<file path="config.mk">
export PLATFORM = sky130hd
export DESIGN_NAME = stop_and_wait_link_controller_flat
export DESIGN_NICKNAME = d
export VERILOG_FILES = /design/src/sv/slc_pkg.sv /design/src/sv/slc_if.sv /design/src/sv/stop_and_wait_link_controller.sv /design/src/sv/slc_ctrl.sv /design/src/sv/slc_datapath.sv /design/src/flat_wrapper.sv
export SDC_FILE = /design/constraint.sdc
export NUM_CORES = 1
export LEC_CHECK = 0
export CORE_MARGIN = 10
export CORE_UTILIZATION = 50
export DETAILED_ROUTE_END_ITERATION = 6
export DONT_BUFFER_PORTS = 1
export MAX_ROUTING_LAYER = met4
export PLACE_DENSITY = 0.76
export SLEW_MARGIN = 20
export SYNTH_ARGS = -nofsm -noshare
export SYNTH_HDL_FRONTEND = slang
export SYNTH_HIERARCHICAL = 1
export SYNTH_SLANG_ARGS = --single-unit
</file>
<file path="constraint.sdc">
create_clock -name clk -period 4.17 [get_ports clk]
set_input_delay 0.2085 -clock clk [delete_from_list [all_inputs] [get_ports clk]]
set_output_delay 0.2085 -clock clk [all_outputs]
set_load 0.05 [all_outputs]
</file>
<file path="src/sv/slc_pkg.sv">
`timescale 1ns / 1ps

package slc_pkg;

  // Widths of the configuration port.
  localparam int CFG_IDX_W  = 2;
  localparam int CFG_DATA_W = 16;

  // Configuration register indexes.
  localparam logic [CFG_IDX_W-1:0] CFG_TIMEOUT   = 2'd0;
  localparam logic [CFG_IDX_W-1:0] CFG_MAX_TRIES = 2'd1;
  localparam logic [CFG_IDX_W-1:0] CFG_MAX_NACK  = 2'd2;

  // Reset values of the configuration registers.
  localparam logic [15:0] TIMEOUT_RST   = 16'd100;
  localparam logic [7:0]  MAX_TRIES_RST = 8'd10;
  localparam logic [7:0]  MAX_NACK_RST  = 8'd5;

  localparam logic [15:0] WAIT_MAX  = 16'hFFFF;
  localparam logic [7:0]  FAILS_MAX = 8'hFF;

  typedef enum logic [1:0] {
    OP_POLL = 2'd0,
    OP_ENQ  = 2'd1,
    OP_READ = 2'd2,
    OP_NONE = 2'd3
  } op_t;

  // Received frame header codes.
  localparam logic [2:0] HDR_CONFIG = 3'd2;
  localparam logic [2:0] HDR_FLAGS  = 3'd3;

  // Message types that are retried.
  localparam logic [1:0] MSG_ALARM  = 2'd1;
  localparam logic [1:0] MSG_CONFIG = 2'd2;

  typedef enum logic [2:0] {
    ACT_NONE   = 3'd0,
    ACT_ACK    = 3'd1,
    ACT_NACK   = 3'd2,
    ACT_SEND   = 3'd3,
    ACT_RESEND = 3'd4
  } link_act_t;

  typedef struct packed {
    logic [1:0] op;
    logic       ms_tick;
    logic       frame_ready;
    logic       frame_valid;
    logic [2:0] frame_header;
    logic [7:0] frame_length;
    logic       flag_is_ack;
    logic [1:0] msg_type;
    logic [7:0] msg_length;
  } in_word_t;

  typedef struct packed {
    logic       accepted;
    link_act_t  link_action;
    logic [1:0] link_type;
    logic [2:0] link_slot;
    logic [7:0] link_length;
    logic       rx_store;
    logic [2:0] rx_slot;
    logic [1:0] rx_type;
    logic [7:0] rx_length;
    logic [2:0] enq_slot;
  } out_word_t;

  // Transmit queue entry.
  typedef struct packed {
    logic       sent;
    logic       retry;
    logic [7:0] fails;
    logic [1:0] msg_type;
    logic [7:0] len;
  } tx_entry_t;

  // Receive queue entry.
  typedef struct packed {
    logic [1:0] msg_type;
    logic [7:0] len;
  } rx_entry_t;

  // Commands from the controller to the datapath.
  typedef struct packed {
    logic capture;
    logic execute;
  } ctl_cmd_t;

endpackage

</file>
<file path="src/sv/slc_if.sv">
`timescale 1ns / 1ps

interface slc_in_if;
  logic             valid;
  logic             ready;
  slc_pkg::in_word_t data;

  modport source (output valid, output data, input ready);
  modport sink   (input valid, input data, output ready);
endinterface

interface slc_out_if;
  logic              valid;
  logic              ready;
  slc_pkg::out_word_t data;

  modport source (output valid, output data, input ready);
  modport sink   (input valid, input data, output ready);
endinterface

</file>
<file path="src/sv/stop_and_wait_link_controller.sv">
`timescale 1ns / 1ps

// Stop-and-wait link controller. Each word on the input channel is one
// operation: poll the link, enqueue a transmit message, or read a received
// message; each produces exactly one result word. A word is first registered
// and then run against the queue state, which loads the result register. The
// next word is taken as soon as that step is done, even while the result still
// waits to be taken, but not before the last word has run; a result that is
// not taken holds the following word in its execute cycle. Payload bytes are
// not moved by this block: results name the transmit or receive slot, and the
// user copies the bytes in external memory. Configuration writes are taken at any
// time on cfg_we and must only be issued while no word is in flight.

module stop_and_wait_link_controller #(
  parameter int QUEUE_DEPTH = 8
) (
  input  logic                            clk,
  input  logic                            rst_n,
  slc_in_if.sink                          in_item,
  slc_out_if.source                       out_item,
  input  logic                            cfg_we,
  input  logic [slc_pkg::CFG_IDX_W-1:0]   cfg_index,
  input  logic [slc_pkg::CFG_DATA_W-1:0]  cfg_wdata
);

  slc_pkg::ctl_cmd_t  cmd;
  slc_pkg::out_word_t res_word;
  logic               in_ready;
  logic               out_valid;

  // The controller sequences capture and execute and owns the result valid.
  slc_ctrl u_ctrl (
    .clk       (clk),
    .rst_n     (rst_n),
    .in_valid  (in_item.valid),
    .in_ready  (in_ready),
    .out_valid (out_valid),
    .out_ready (out_item.ready),
    .cmd       (cmd)
  );

  // The datapath holds both queues, the link timer and retry state, and the
  // configuration registers.
  slc_datapath #(
    .QUEUE_DEPTH (QUEUE_DEPTH)
  ) u_datapath (
    .clk       (clk),
    .rst_n     (rst_n),
    .cmd       (cmd),
    .in_data   (in_item.data),
    .out_data  (res_word),
    .cfg_we    (cfg_we),
    .cfg_index (cfg_index),
    .cfg_wdata (cfg_wdata)
  );

  assign in_item.ready  = in_ready;
  assign out_item.valid = out_valid;
  assign out_item.data  = res_word;

endmodule

</file>
<file path="src/sv/slc_ctrl.sv">
`timescale 1ns / 1ps

module slc_ctrl (
  input  logic              clk,
  input  logic              rst_n,
  input  logic              in_valid,
  output logic              in_ready,
  output logic              out_valid,
  input  logic              out_ready,
  output slc_pkg::ctl_cmd_t cmd
);

  typedef enum logic [1:0] {
    ST_IDLE = 2'b01,
    ST_EXEC = 2'b10
  } state_t;

  state_t state_r, state_nxt;
  logic   out_valid_r, out_valid_nxt;

  assign in_ready    = (state_r == ST_IDLE);
  assign cmd.capture = in_valid && (state_r == ST_IDLE);
  // The step commits only when the result register is free or being emptied.
  assign cmd.execute = (state_r == ST_EXEC) && (!out_valid_r || out_ready);
  assign out_valid   = out_valid_r;

  always_comb begin
    state_nxt = state_r;
    case (state_r)
      ST_IDLE: begin
        if (cmd.capture) begin
          state_nxt = ST_EXEC;
        end
      end
      ST_EXEC: begin
        if (cmd.execute) begin
          state_nxt = ST_IDLE;
        end
      end
      default: begin
        state_nxt = ST_IDLE;
      end
    endcase
  end

  always_comb begin
    if (cmd.execute) begin
      out_valid_nxt = 1'b1;
    end else if (out_ready) begin
      out_valid_nxt = 1'b0;
    end else begin
      out_valid_nxt = out_valid_r;
    end
  end

  always_ff @(posedge clk) begin
    if (!rst_n) begin
      state_r     <= ST_IDLE;
      out_valid_r <= 1'b0;
    end else begin
      state_r     <= state_nxt;
      out_valid_r <= out_valid_nxt;
    end
  end

endmodule

</file>
<file path="src/sv/slc_datapath.sv">
`timescale 1ns / 1ps

module slc_datapath #(
  parameter int QUEUE_DEPTH = 8
) (
  input  logic                             clk,
  input  logic                             rst_n,
  input  slc_pkg::ctl_cmd_t                cmd,
  input  slc_pkg::in_word_t                in_data,
  output slc_pkg::out_word_t               out_data,
  input  logic                             cfg_we,
  input  logic [slc_pkg::CFG_IDX_W-1:0]    cfg_index,
  input  logic [slc_pkg::CFG_DATA_W-1:0]   cfg_wdata
);

  localparam int PW = (QUEUE_DEPTH > 1) ? $clog2(QUEUE_DEPTH) : 1;
  localparam int CW = $clog2(QUEUE_DEPTH + 1);
  localparam logic [PW-1:0] PTR_LAST = PW'(QUEUE_DEPTH - 1);
  localparam logic [CW-1:0] CNT_FULL = CW'(QUEUE_DEPTH);
  localparam logic [CW-1:0] CNT_ONE  = CW'(1);

  function automatic logic [PW-1:0] ring_next(input logic [PW-1:0] p);
    return (p == PTR_LAST) ? '0 : p + 1'b1;
  endfunction

  // Slot numbers leave the block as three bits.
  function automatic logic [2:0] slot3(input logic [PW-1:0] p);
    logic [PW+2:0] w;
    w = {3'b000, p};
    return w[2:0];
  endfunction

  slc_pkg::in_word_t  item_r;
  slc_pkg::out_word_t res_r, res;

  slc_pkg::tx_entry_t tx_mem [QUEUE_DEPTH];
  slc_pkg::rx_entry_t rx_mem [QUEUE_DEPTH];

  logic [PW-1:0] tx_head_r, tx_head_nxt, tx_tail_r, tx_tail_nxt;
  logic [CW-1:0] tx_count_r, tx_count_nxt;
  logic [PW-1:0] rx_head_r, rx_head_nxt, rx_tail_r, rx_tail_nxt;
  logic [CW-1:0] rx_count_r, rx_count_nxt;
  logic [7:0]    nack_run_r, nack_run_nxt;
  logic [15:0]   wait_ms_r, wait_ms_nxt;
  logic          dirty_r, dirty_nxt;

  logic [15:0]   timeout_r;
  logic [7:0]    max_tries_r, max_nack_r;

  logic               tx_we, rx_we;
  logic [PW-1:0]      tx_waddr, rx_waddr, rx_new_head;
  slc_pkg::tx_entry_t tx_wdata, tx_rd;
  slc_pkg::rx_entry_t rx_wdata, rx_rd;
  logic [15:0]        wait_tick;
  logic [7:0]         fails_inc;
  logic               handled, got_flag, flag_ack, drop;

  assign tx_rd     = tx_mem[tx_tail_r];
  assign rx_rd     = rx_mem[rx_tail_r];
  assign wait_tick = (item_r.ms_tick && (wait_ms_r != slc_pkg::WAIT_MAX)) ?
                     wait_ms_r + 16'd1 : wait_ms_r;
  assign fails_inc = (tx_rd.fails != slc_pkg::FAILS_MAX) ? tx_rd.fails + 8'd1 : tx_rd.fails;
  assign out_data  = res_r;

  always_comb begin
    tx_head_nxt  = tx_head_r;
    tx_tail_nxt  = tx_tail_r;
    tx_count_nxt = tx_count_r;
    rx_head_nxt  = rx_head_r;
    rx_tail_nxt  = rx_tail_r;
    rx_count_nxt = rx_count_r;
    nack_run_nxt = nack_run_r;
    wait_ms_nxt  = wait_ms_r;
    dirty_nxt    = dirty_r;
    res          = '0;
    tx_we        = 1'b0;
    tx_waddr     = tx_tail_r;
    tx_wdata     = tx_rd;
    rx_we        = 1'b0;
    rx_waddr     = rx_head_r;
    rx_wdata     = '0;
    rx_new_head  = rx_head_r;
    handled      = 1'b0;
    got_flag     = 1'b0;
    flag_ack     = 1'b0;
    drop         = 1'b0;

    case (slc_pkg::op_t'(item_r.op))
      slc_pkg::OP_POLL: begin
        wait_ms_nxt = wait_tick;
        if (item_r.frame_ready) begin
          if (item_r.frame_valid) begin
            nack_run_nxt = '0;
            if (item_r.frame_header <= slc_pkg::HDR_CONFIG) begin
              // Store into the receive ring, overwriting the oldest when full.
              handled = 1'b1;
              if (rx_count_r != '0) begin
                rx_new_head = ring_next(rx_head_r);
                if (rx_new_head == rx_tail_r) begin
                  rx_tail_nxt = ring_next(rx_tail_r);
                end else begin
                  rx_count_nxt = rx_count_r + 1'b1;
                end
              end else begin
                rx_count_nxt = rx_count_r + 1'b1;
              end
              rx_head_nxt       = rx_new_head;
              rx_we             = 1'b1;
              rx_waddr          = rx_new_head;
              rx_wdata.msg_type = item_r.frame_header[1:0];
              rx_wdata.len      = item_r.frame_length;
              res.link_action   = slc_pkg::ACT_ACK;
              res.rx_store      = 1'b1;
              res.rx_slot       = slot3(rx_new_head);
              dirty_nxt         = 1'b1;
            end else if (item_r.frame_header == slc_pkg::HDR_FLAGS) begin
              got_flag = 1'b1;
              flag_ack = item_r.flag_is_ack;
            end
          end else if (nack_run_r < max_nack_r) begin
            handled         = 1'b1;
            nack_run_nxt    = nack_run_r + 8'd1;
            res.link_action = slc_pkg::ACT_NACK;
            dirty_nxt       = 1'b1;
          end
        end

        if (!handled && (tx_count_r != '0)) begin
          if (!tx_rd.sent) begin
            tx_we           = 1'b1;
            tx_wdata.sent   = 1'b1;
            res.link_action = dirty_r ? slc_pkg::ACT_SEND : slc_pkg::ACT_RESEND;
            res.link_type   = tx_rd.msg_type;
            res.link_slot   = slot3(tx_tail_r);
            res.link_length = tx_rd.len;
            dirty_nxt       = 1'b0;
            nack_run_nxt    = '0;
            wait_ms_nxt     = '0;
          end else if (got_flag && flag_ack) begin
            drop = 1'b1;
          end else if (got_flag || (wait_tick >= timeout_r)) begin
            // One failure against the head message.
            tx_we          = 1'b1;
            tx_wdata.fails = fails_inc;
            if (tx_rd.retry && (fails_inc < max_tries_r)) begin
              tx_wdata.sent = 1'b0;
            end else begin
              drop = 1'b1;
            end
          end
        end

        if (drop) begin
          tx_count_nxt = tx_count_r - 1'b1;
          if (tx_count_r != CNT_ONE) begin
            tx_tail_nxt = ring_next(tx_tail_r);
          end
          dirty_nxt = 1'b1;
        end
      end

      slc_pkg::OP_ENQ: begin
        if (tx_count_r != CNT_FULL) begin
          tx_we = 1'b1;
          if (tx_count_r != '0) begin
            tx_waddr = ring_next(tx_head_r);
          end else begin
            tx_waddr = tx_head_r;
          end
          tx_head_nxt       = tx_waddr;
          tx_wdata.sent     = 1'b0;
          tx_wdata.retry    = (item_r.msg_type == slc_pkg::MSG_ALARM) ||
                              (item_r.msg_type == slc_pkg::MSG_CONFIG);
          tx_wdata.fails    = '0;
          tx_wdata.msg_type = item_r.msg_type;
          tx_wdata.len      = item_r.msg_length;
          tx_count_nxt      = tx_count_r + 1'b1;
          res.accepted      = 1'b1;
          res.enq_slot      = slot3(tx_waddr);
        end
      end

      slc_pkg::OP_READ: begin
        if (rx_count_r != '0) begin
          res.accepted  = 1'b1;
          res.rx_slot   = slot3(rx_tail_r);
          res.rx_type   = rx_rd.msg_type;
          res.rx_length = rx_rd.len;
          rx_count_nxt  = rx_count_r - 1'b1;
          if (rx_count_r != CNT_ONE) begin
            rx_tail_nxt = ring_next(rx_tail_r);
          end
        end
      end

      default: begin
        res = '0;
      end
    endcase
  end

  // Captured item, result word and queue memories; payload only, no reset.
  always_ff @(posedge clk) begin
    if (cmd.capture) begin
      item_r <= in_data;
    end
    if (cmd.execute) begin
      res_r <= res;
    end
    if (cmd.execute && tx_we) begin
      tx_mem[tx_waddr] <= tx_wdata;
    end
    if (cmd.execute && rx_we) begin
      rx_mem[rx_waddr] <= rx_wdata;
    end
  end

  always_ff @(posedge clk) begin
    if (!rst_n) begin
      tx_head_r  <= '0;
      tx_tail_r  <= '0;
      tx_count_r <= '0;
      rx_head_r  <= '0;
      rx_tail_r  <= '0;
      rx_count_r <= '0;
      nack_run_r <= '0;
      wait_ms_r  <= '0;
      dirty_r    <= 1'b1;
    end else if (cmd.execute) begin
      tx_head_r  <= tx_head_nxt;
      tx_tail_r  <= tx_tail_nxt;
      tx_count_r <= tx_count_nxt;
      rx_head_r  <= rx_head_nxt;
      rx_tail_r  <= rx_tail_nxt;
      rx_count_r <= rx_count_nxt;
      nack_run_r <= nack_run_nxt;
      wait_ms_r  <= wait_ms_nxt;
      dirty_r    <= dirty_nxt;
    end
  end

  always_ff @(posedge clk) begin
    if (!rst_n) begin
      timeout_r   <= slc_pkg::TIMEOUT_RST;
      max_tries_r <= slc_pkg::MAX_TRIES_RST;
      max_nack_r  <= slc_pkg::MAX_NACK_RST;
    end else if (cfg_we) begin
      if (cfg_index == slc_pkg::CFG_TIMEOUT) begin
        timeout_r <= cfg_wdata;
      end else if (cfg_index == slc_pkg::CFG_MAX_TRIES) begin
        max_tries_r <= cfg_wdata[7:0];
      end else if (cfg_index == slc_pkg::CFG_MAX_NACK) begin
        max_nack_r <= cfg_wdata[7:0];
      end
    end
  end

endmodule
</file>
<file path="src/flat_wrapper.sv">
// flat-port wrapper written by rule: the top's interface ports become plain ports
module stop_and_wait_link_controller_flat 
#(
  parameter int QUEUE_DEPTH = 8
)
  (clk, rst_n, cfg_we, cfg_index, cfg_wdata, in_item_valid, in_item_data, in_item_ready, out_item_valid, out_item_data, out_item_ready);
  slc_in_if in_item_i ();
  slc_out_if out_item_i ();
  input  logic clk;
  input  logic rst_n;
  input  logic cfg_we;
  input  logic [slc_pkg::CFG_IDX_W-1:0] cfg_index;
  input  logic [slc_pkg::CFG_DATA_W-1:0] cfg_wdata;
  input wire logic [$bits(in_item_i.valid)-1:0] in_item_valid;
  input wire logic [$bits(in_item_i.data)-1:0] in_item_data;
  output wire logic [$bits(in_item_i.ready)-1:0] in_item_ready;
  output wire logic [$bits(out_item_i.valid)-1:0] out_item_valid;
  output wire logic [$bits(out_item_i.data)-1:0] out_item_data;
  input wire logic [$bits(out_item_i.ready)-1:0] out_item_ready;
  assign in_item_i.valid = in_item_valid;
  assign in_item_i.data = in_item_data;
  assign in_item_ready = in_item_i.ready;
  assign out_item_valid = out_item_i.valid;
  assign out_item_data = out_item_i.data;
  assign out_item_i.ready = out_item_ready;
  stop_and_wait_link_controller #(.QUEUE_DEPTH(QUEUE_DEPTH)) u_core (.clk(clk), .rst_n(rst_n), .in_item(in_item_i), .out_item(out_item_i), .cfg_we(cfg_we), .cfg_index(cfg_index), .cfg_wdata(cfg_wdata));
endmodule
</file>
== Yosys cells after proc, flatten, opt, wreduce, memory -nomap -nowiden ==
Memories as Yosys holds them, arrays and structs flattened. A register that Yosys moved wholly into a read port is not among the register bits.
Cells that the tools add are included.
Widths: inputs -> output; s select.
Word-level totals
  RAM bits: 240
  bits of input ports: 50
  logic and storage cells: 239
  memories kept: 2
  output and inout port bits: 36
  register bits after elaboration: 141
Memories
  u_core.u_datapath.tx_mem: depth 8, bits a word 20, rd ports 1, clocked after Yosys merged registers in 1, wr ports 1, RTL line slc_datapath.sv:36  | slc_pkg::tx_entry_t tx_mem [QUEUE_DEPTH];
  u_core.u_datapath.rx_mem: depth 8, bits a word 10, rd ports 1, clocked after Yosys merged registers in 1, wr ports 1, RTL line slc_datapath.sv:37  | slc_pkg::rx_entry_t rx_mem [QUEUE_DEPTH];
Operators by class
  add/subtract/negate cells: 11
  magnitude comparators: 4
  reduce and logical (&&, ||, !) cells: 34
  bitwise gates (word level): 4
  eq/ne operators: 31
  multiplexer cells: 120
Operators with widths (count)
  $mux 3: 28
  $mux 16: 5
  $mux 8: 10
  $mux 10: 5
  $mux 1: 49
  $mux 4: 9
  $mux 20: 1
  $ne 2x2->1 const B: 10
  $add 16x1->16 const B: 1
  $add 8x1->8 const B: 2
  $ge 16x16->1: 1
  $lt 8x8->1: 2
  $ne 16x16->1 const B: 1
  $pmux 4 s2: 2
  $pmux 8 s2: 1
  $mux 13: 1
  $add 3x1->3 const B: 4
  $eq 3x3->1 const B: 4
  $pmux 3 s2: 2
  $reduce_and 4->1: 3
  $reduce_and 2->1: 5
  $reduce_and 3->1: 3
  $reduce_and 9->1: 1
  $add 4x1->4 const B: 2
  other kinds (23): 52

== Longest topological paths before layout ==
  depth after elaboration: 15
  depth in mapped cells: 17
  depth with buffers taken out: 16

== By module ==
The synthesis kept the hierarchy.
By module, submodules not included
  slc_datapath: cells each 1193, seq. area each 10700.3 um^2, times used 1, area each 16693.5 um^2
  slc_ctrl: cells each 13, seq. area each 60.1 um^2, times used 1, area each 133.9 um^2

== Least setup slack after synthesis ==
OpenSTA, ideal clock, no wires.
  path type: reg-to-reg
  start: register u_core.u_datapath.wait_ms_r[2]
  end: memory u_core/u_datapath/tx_mem[7][0] (netlist name) (enable)
  data required time: 3.773 ns
  path buffers: 0
  arrival time: 3.804 ns
  setup slack: -0.031 ns
  clock period less this slack: 4.201 ns
  library setup time: 0.397 ns
  cell stages (with the launch flop): 16
  path through: dfxtp_1 and3_1 nand3_1 o31a_1 nand2_1 nor2_1 and4_1 xor2_1 ha_1 nand4_1 a211oi_1 o21a_1 o21ai_0 a211oi_1 o211ai_1 nor2_1
Between the ends
  word-level cells in the longest chain between the ends: 13
  elaborated cells between the ends (all ways): 14
  those cells by class: 1 x add/sub; 1 x order compare; 1 x eq/ne; 8 x mux; 3 x reduce/logical
Ends and longest elaborated chain
  from (decl): RTL line slc_datapath.sv:44  | logic [15:0] wait_ms_r, wait_ms_nxt;
  from (signal assigned): RTL line slc_datapath.sv:237  | wait_ms_r <= wait_ms_nxt;
  branches (longest 2 deep; another with $add 16x1->16)
  $mux 16 (*): RTL line slc_datapath.sv:60  | assign wait_tick = (item_r.ms_tick && (wait_ms_r != slc_pkg::WAIT_MAX)) ?
  $ge 16x16->1 (*): RTL line slc_datapath.sv:141  | end else if (got_flag || (wait_tick >= timeout_r)) begin
  $logic_or 1x1->1 (*): RTL line slc_datapath.sv:141
  $mux 1 (*): RTL line slc_datapath.sv:141
  $mux 1 (*): RTL line slc_datapath.sv:139  | end else if (got_flag && flag_ack) begin
  $mux 1 (*): RTL line slc_datapath.sv:129  | if (!tx_rd.sent) begin
  $mux 1 (*): RTL line slc_datapath.sv:128  | if (!handled && (tx_count_r != '0)) begin
  $pmux 1 s2 (*): RTL line slc_datapath.sv:88  | case (slc_pkg::op_t'(item_r.op))
  $logic_and 1x1->1 (*): RTL line slc_datapath.sv:210  | if (cmd.execute && tx_we) begin
  $mux 1 (*): RTL line slc_datapath.sv:210
  $mux 1 (implied by the code) (*): RTL line slc_datapath.sv:211  | tx_mem[tx_waddr] <= tx_wdata;
  to (decl): RTL line slc_datapath.sv:36
Mark *: on every way between the ends.

==> metrics <==
Die Span Y 203.5 um; CP Capture Type register; first-pass GRT wire length 60170 um; crit-path max FO 10; leakage 6.741 nW; P&R area growth vs syn 16.66%; Placement Setup Slack -0.1072 ns; Synth top cells by count edfxtp_1 (301), nand2_1 (103), nor2_1 (102), dfxtp_1 (86), a21oi_1 (62); core area 33360 um^2; Max Root-Sink Buffers 3; clock skew 0.02807 ns; first-pass iteration count of the detailed router 5; Slew @ Worst Pin 0.9793 ns; sequential share of power 53.0%; row cnt 67; Clock Power Share 43.7%; port bufs 0; endpoints failing setup 0; Final Max Tran Viols 0; mapped cell area 16830 um^2; Pint 6.313 mW; post-synthesis instance total 1206; Net Count, Synth 1306; initial antenna violation count 1; final WL 38350 um; final period utilization 96.85%; status completed; Final Critical Period 4.039 ns; vias in the first global route 10610; VDD IR max 340.1 uV; Cell Pwr Density 405.6 nW/um^2; Initial Util 50.44%; largest area contributor in the netlist edfxtp_1; clk sinks 387; Worst Path Required 4.46 ns; final setup TNS 0 ns; post-layout net count 1410; die width 203.5 um; top cell type's share of synthesized area 53.71%; Logic pwr share 3.3%; critical path class register to register; setup slack, reg-to-reg 0.13 ns; gr usage total 18.91%; post-DP HPWL 24080 um; sequential cell area fraction in the yosys report 63.95%; largest net degree at the start of global routing 49; Routed Antenna Nets 0; DIE AREA 41390 um^2; H-tree levels 2; Synth warnings 6; ys async rst share 0%; CTS tree built; synth top area cells edfxtp_1 (54%), dfxtp_1 (10%), mux4_2 (7.9%); relative slew slack 34.63%; critical path arrival 4.33 ns; RSZ-0062 raised after global routing true; maxcap violations 0; GP Congestion 0.8722; Post-route DRC 0; count leader, synth edfxtp_1; clk slew on worst S/H paths 0.06 ns; TritonCTS Buffers 40; number of DRC markers in iteration 0 972; Hold Path Class input port to register; worst-skew pair later-pin latency 0.56 ns; root buf cell clkbuf_16; FMAX 247.6 MHz; EDFF count, synth 301; via/cell ratio 5.835; Yosys cell types 65; Startpoint Class register; via count 10450; io pins 86; ratio of cells with drive above 1 in the final layout 16.62%; WHS 0.04451 ns; P_sw 1.649 mW; grt ovf 0; post-DR wirelength/cell 21.41 um; Yosys reg bits 387; Final Hold Viols 0; Most used DFF post-synth edfxtp_1; final worst slack 0.1312 ns; Sw Share 20.71%; Avg Cell Area, Syn 13.95 um^2
==> worst paths after layout <==
path                                                                   from  cells past startpoint                                           to
worst max-delay path                                               register                     15    u_core/u_datapath/tx_mem[0][19]$_DFFE_PP_
worst min-delay path                                                 cfg_we                      3  u_core/u_datapath/timeout_r[0]$_SDFFE_PN0P_
worst max register to register                                     register                     15    u_core/u_datapath/tx_mem[0][19]$_DFFE_PP_
worst min register to register  u_core/u_datapath/timeout_r[1]$_SDFFE_PN0P_                      2  u_core/u_datapath/timeout_r[1]$_SDFFE_PN0P_
==> state kept, by name (all words and copies together) (netlist names), named ones only <==
| register | count |
|---|---|
| u_core/u_datapath/item_r | 27 |
| u_core/u_datapath/wait_ms_r | 16 |
| u_core/u_datapath/tx_head_r | 3 |
| u_core/u_datapath/max_tries_r | 8 |
| u_core/u_datapath/dirty_r | 1 |
| u_core/u_datapath/tx_tail_r | 3 |
| u_core/u_datapath/rx_count_r | 4 |
| u_core/u_datapath/tx_mem | 160 |
| u_core/u_ctrl/state_r | 2 |
| u_core/u_datapath/max_nack_r | 8 |
| u_core/u_datapath/nack_run_r | 8 |
| u_core/u_ctrl/out_valid | 1 |
| u_core/u_datapath/timeout_r | 16 |
| u_core/u_datapath/out_data | 34 |
| u_core/u_datapath/tx_count_r | 4 |
| u_core/u_datapath/rx_head_r | 3 |
| u_core/u_datapath/rx_mem | 80 |
| u_core/u_datapath/rx_tail_r | 3 |
==> metrics by stage <==
stage               util [%]  cell area [um^2]  total power, mW  instances
floorplan                  -             16830            4.432       1206
global placement       53.24             17760            4.494       1663
detailed placement     53.24             17760            4.504       1663
CTS                    58.68             19580            8.026       1788
global route           58.84             19630            8.203       1791
finish                 58.84             19630            7.962       1791
==> power by group through the flow <==
stage	Combinational [mW]	Clock [mW]	Sequential (mW)
floorplan	0.143	0	4.29
CTS	0.255	3.55	4.22
finish	0.261	3.48	4.22
global placement	0.197	0	4.30
global route	0.285	3.70	4.22
detailed placement	0.205	0	4.30
==> metal layers <==
metal	part of all wire [%]	global-route usage, %
met1	41	22.92
met2	50	30.89
met3	5.2	3.046
met4	3.7	8.393
met5	0	-
==> cell usage in the layout, fill, tap and decap left out, types with 5 or more instances in the layout <==
cell type / instances
a21oi_1: 62
dlygate4sd3_1: 50
dfxtp_1: 84
clkbuf_8: 8
o21ai_1: 9
o21ai_0: 21
nor3_1: 14
inv_1: 41
mux4_2: 59
mux2_2: 6
o211ai_1: 6
a31oi_1: 8
edfxtp_1: 301
xnor2_1: 19
clkbuf_1: 15
xor2_1: 8
a21o_1: 20
nand3_1: 33
clkinv_2: 5
nor2_1: 93
and3_1: 19
nor4_1: 6
nand2b_1: 11
mux2i_1: 60
buf_12: 8
ha_1: 50
nand2_1: 103
a22oi_1: 8
nand3b_1: 10
and2_1: 8
nand4_1: 10
nor2_2: 9
clkbuf_16: 41
or3_1: 10
buf_4: 52
==> cell type report <==
class                   instances  area, um^2
fillers                      2459       13730
flip-flops and latches        387       10770
multi-input cells             725        5772
clock buffers                  64        1192
repair buffers                112        1067
well taps                     448       560.5
inverters                      44       165.2
clock inverters                10       106.4
diodes                          1       2.502
==> cells by family (layout without fill, tap and decap cells) <==
kind of cell / Yosys count / count (layout) / synth area share (%)
DFF: 387 / 387 / 63.95
and+or+nand+nor: 350 / 350 / 9.964
AOI/OAI and AO/OA: 167 / 167 / 6.298
muxes: 130 / 130 / 12.37
buffers and inverters: 94 / 230 / 2.253
adders and majority gates: 50 / 50 / 3.718
xor gates and xnor gates: 28 / 28 / 1.457
other: 0 / 1 / 0
==> critical path, cell delays in order, from the launching register on <==
cell      delay, ns
dfxtp_2        0.51
mux4_2         0.26
mux2_2         0.19
ha_1           0.15
inv_1          0.07
or3_1          0.44
nor3_2         0.22
nand2_1        0.07
mux2_2         0.28
ha_1           0.30
a21o_1         0.18
a2111o_1       0.45
a21oi_2        0.19
nor2b_1        0.17
o22ai_1        0.09
buf_4          0.20
==> what timing repair did <==
item	CTS	global route
endpoints found under the hold margin	81	0
pin swaps	0	4
resized for setup	2	12
setup endpoints to repair	64	242
setup buffers	0	2
hold buffers	51	0
Power figures use the tool's default switching activity.
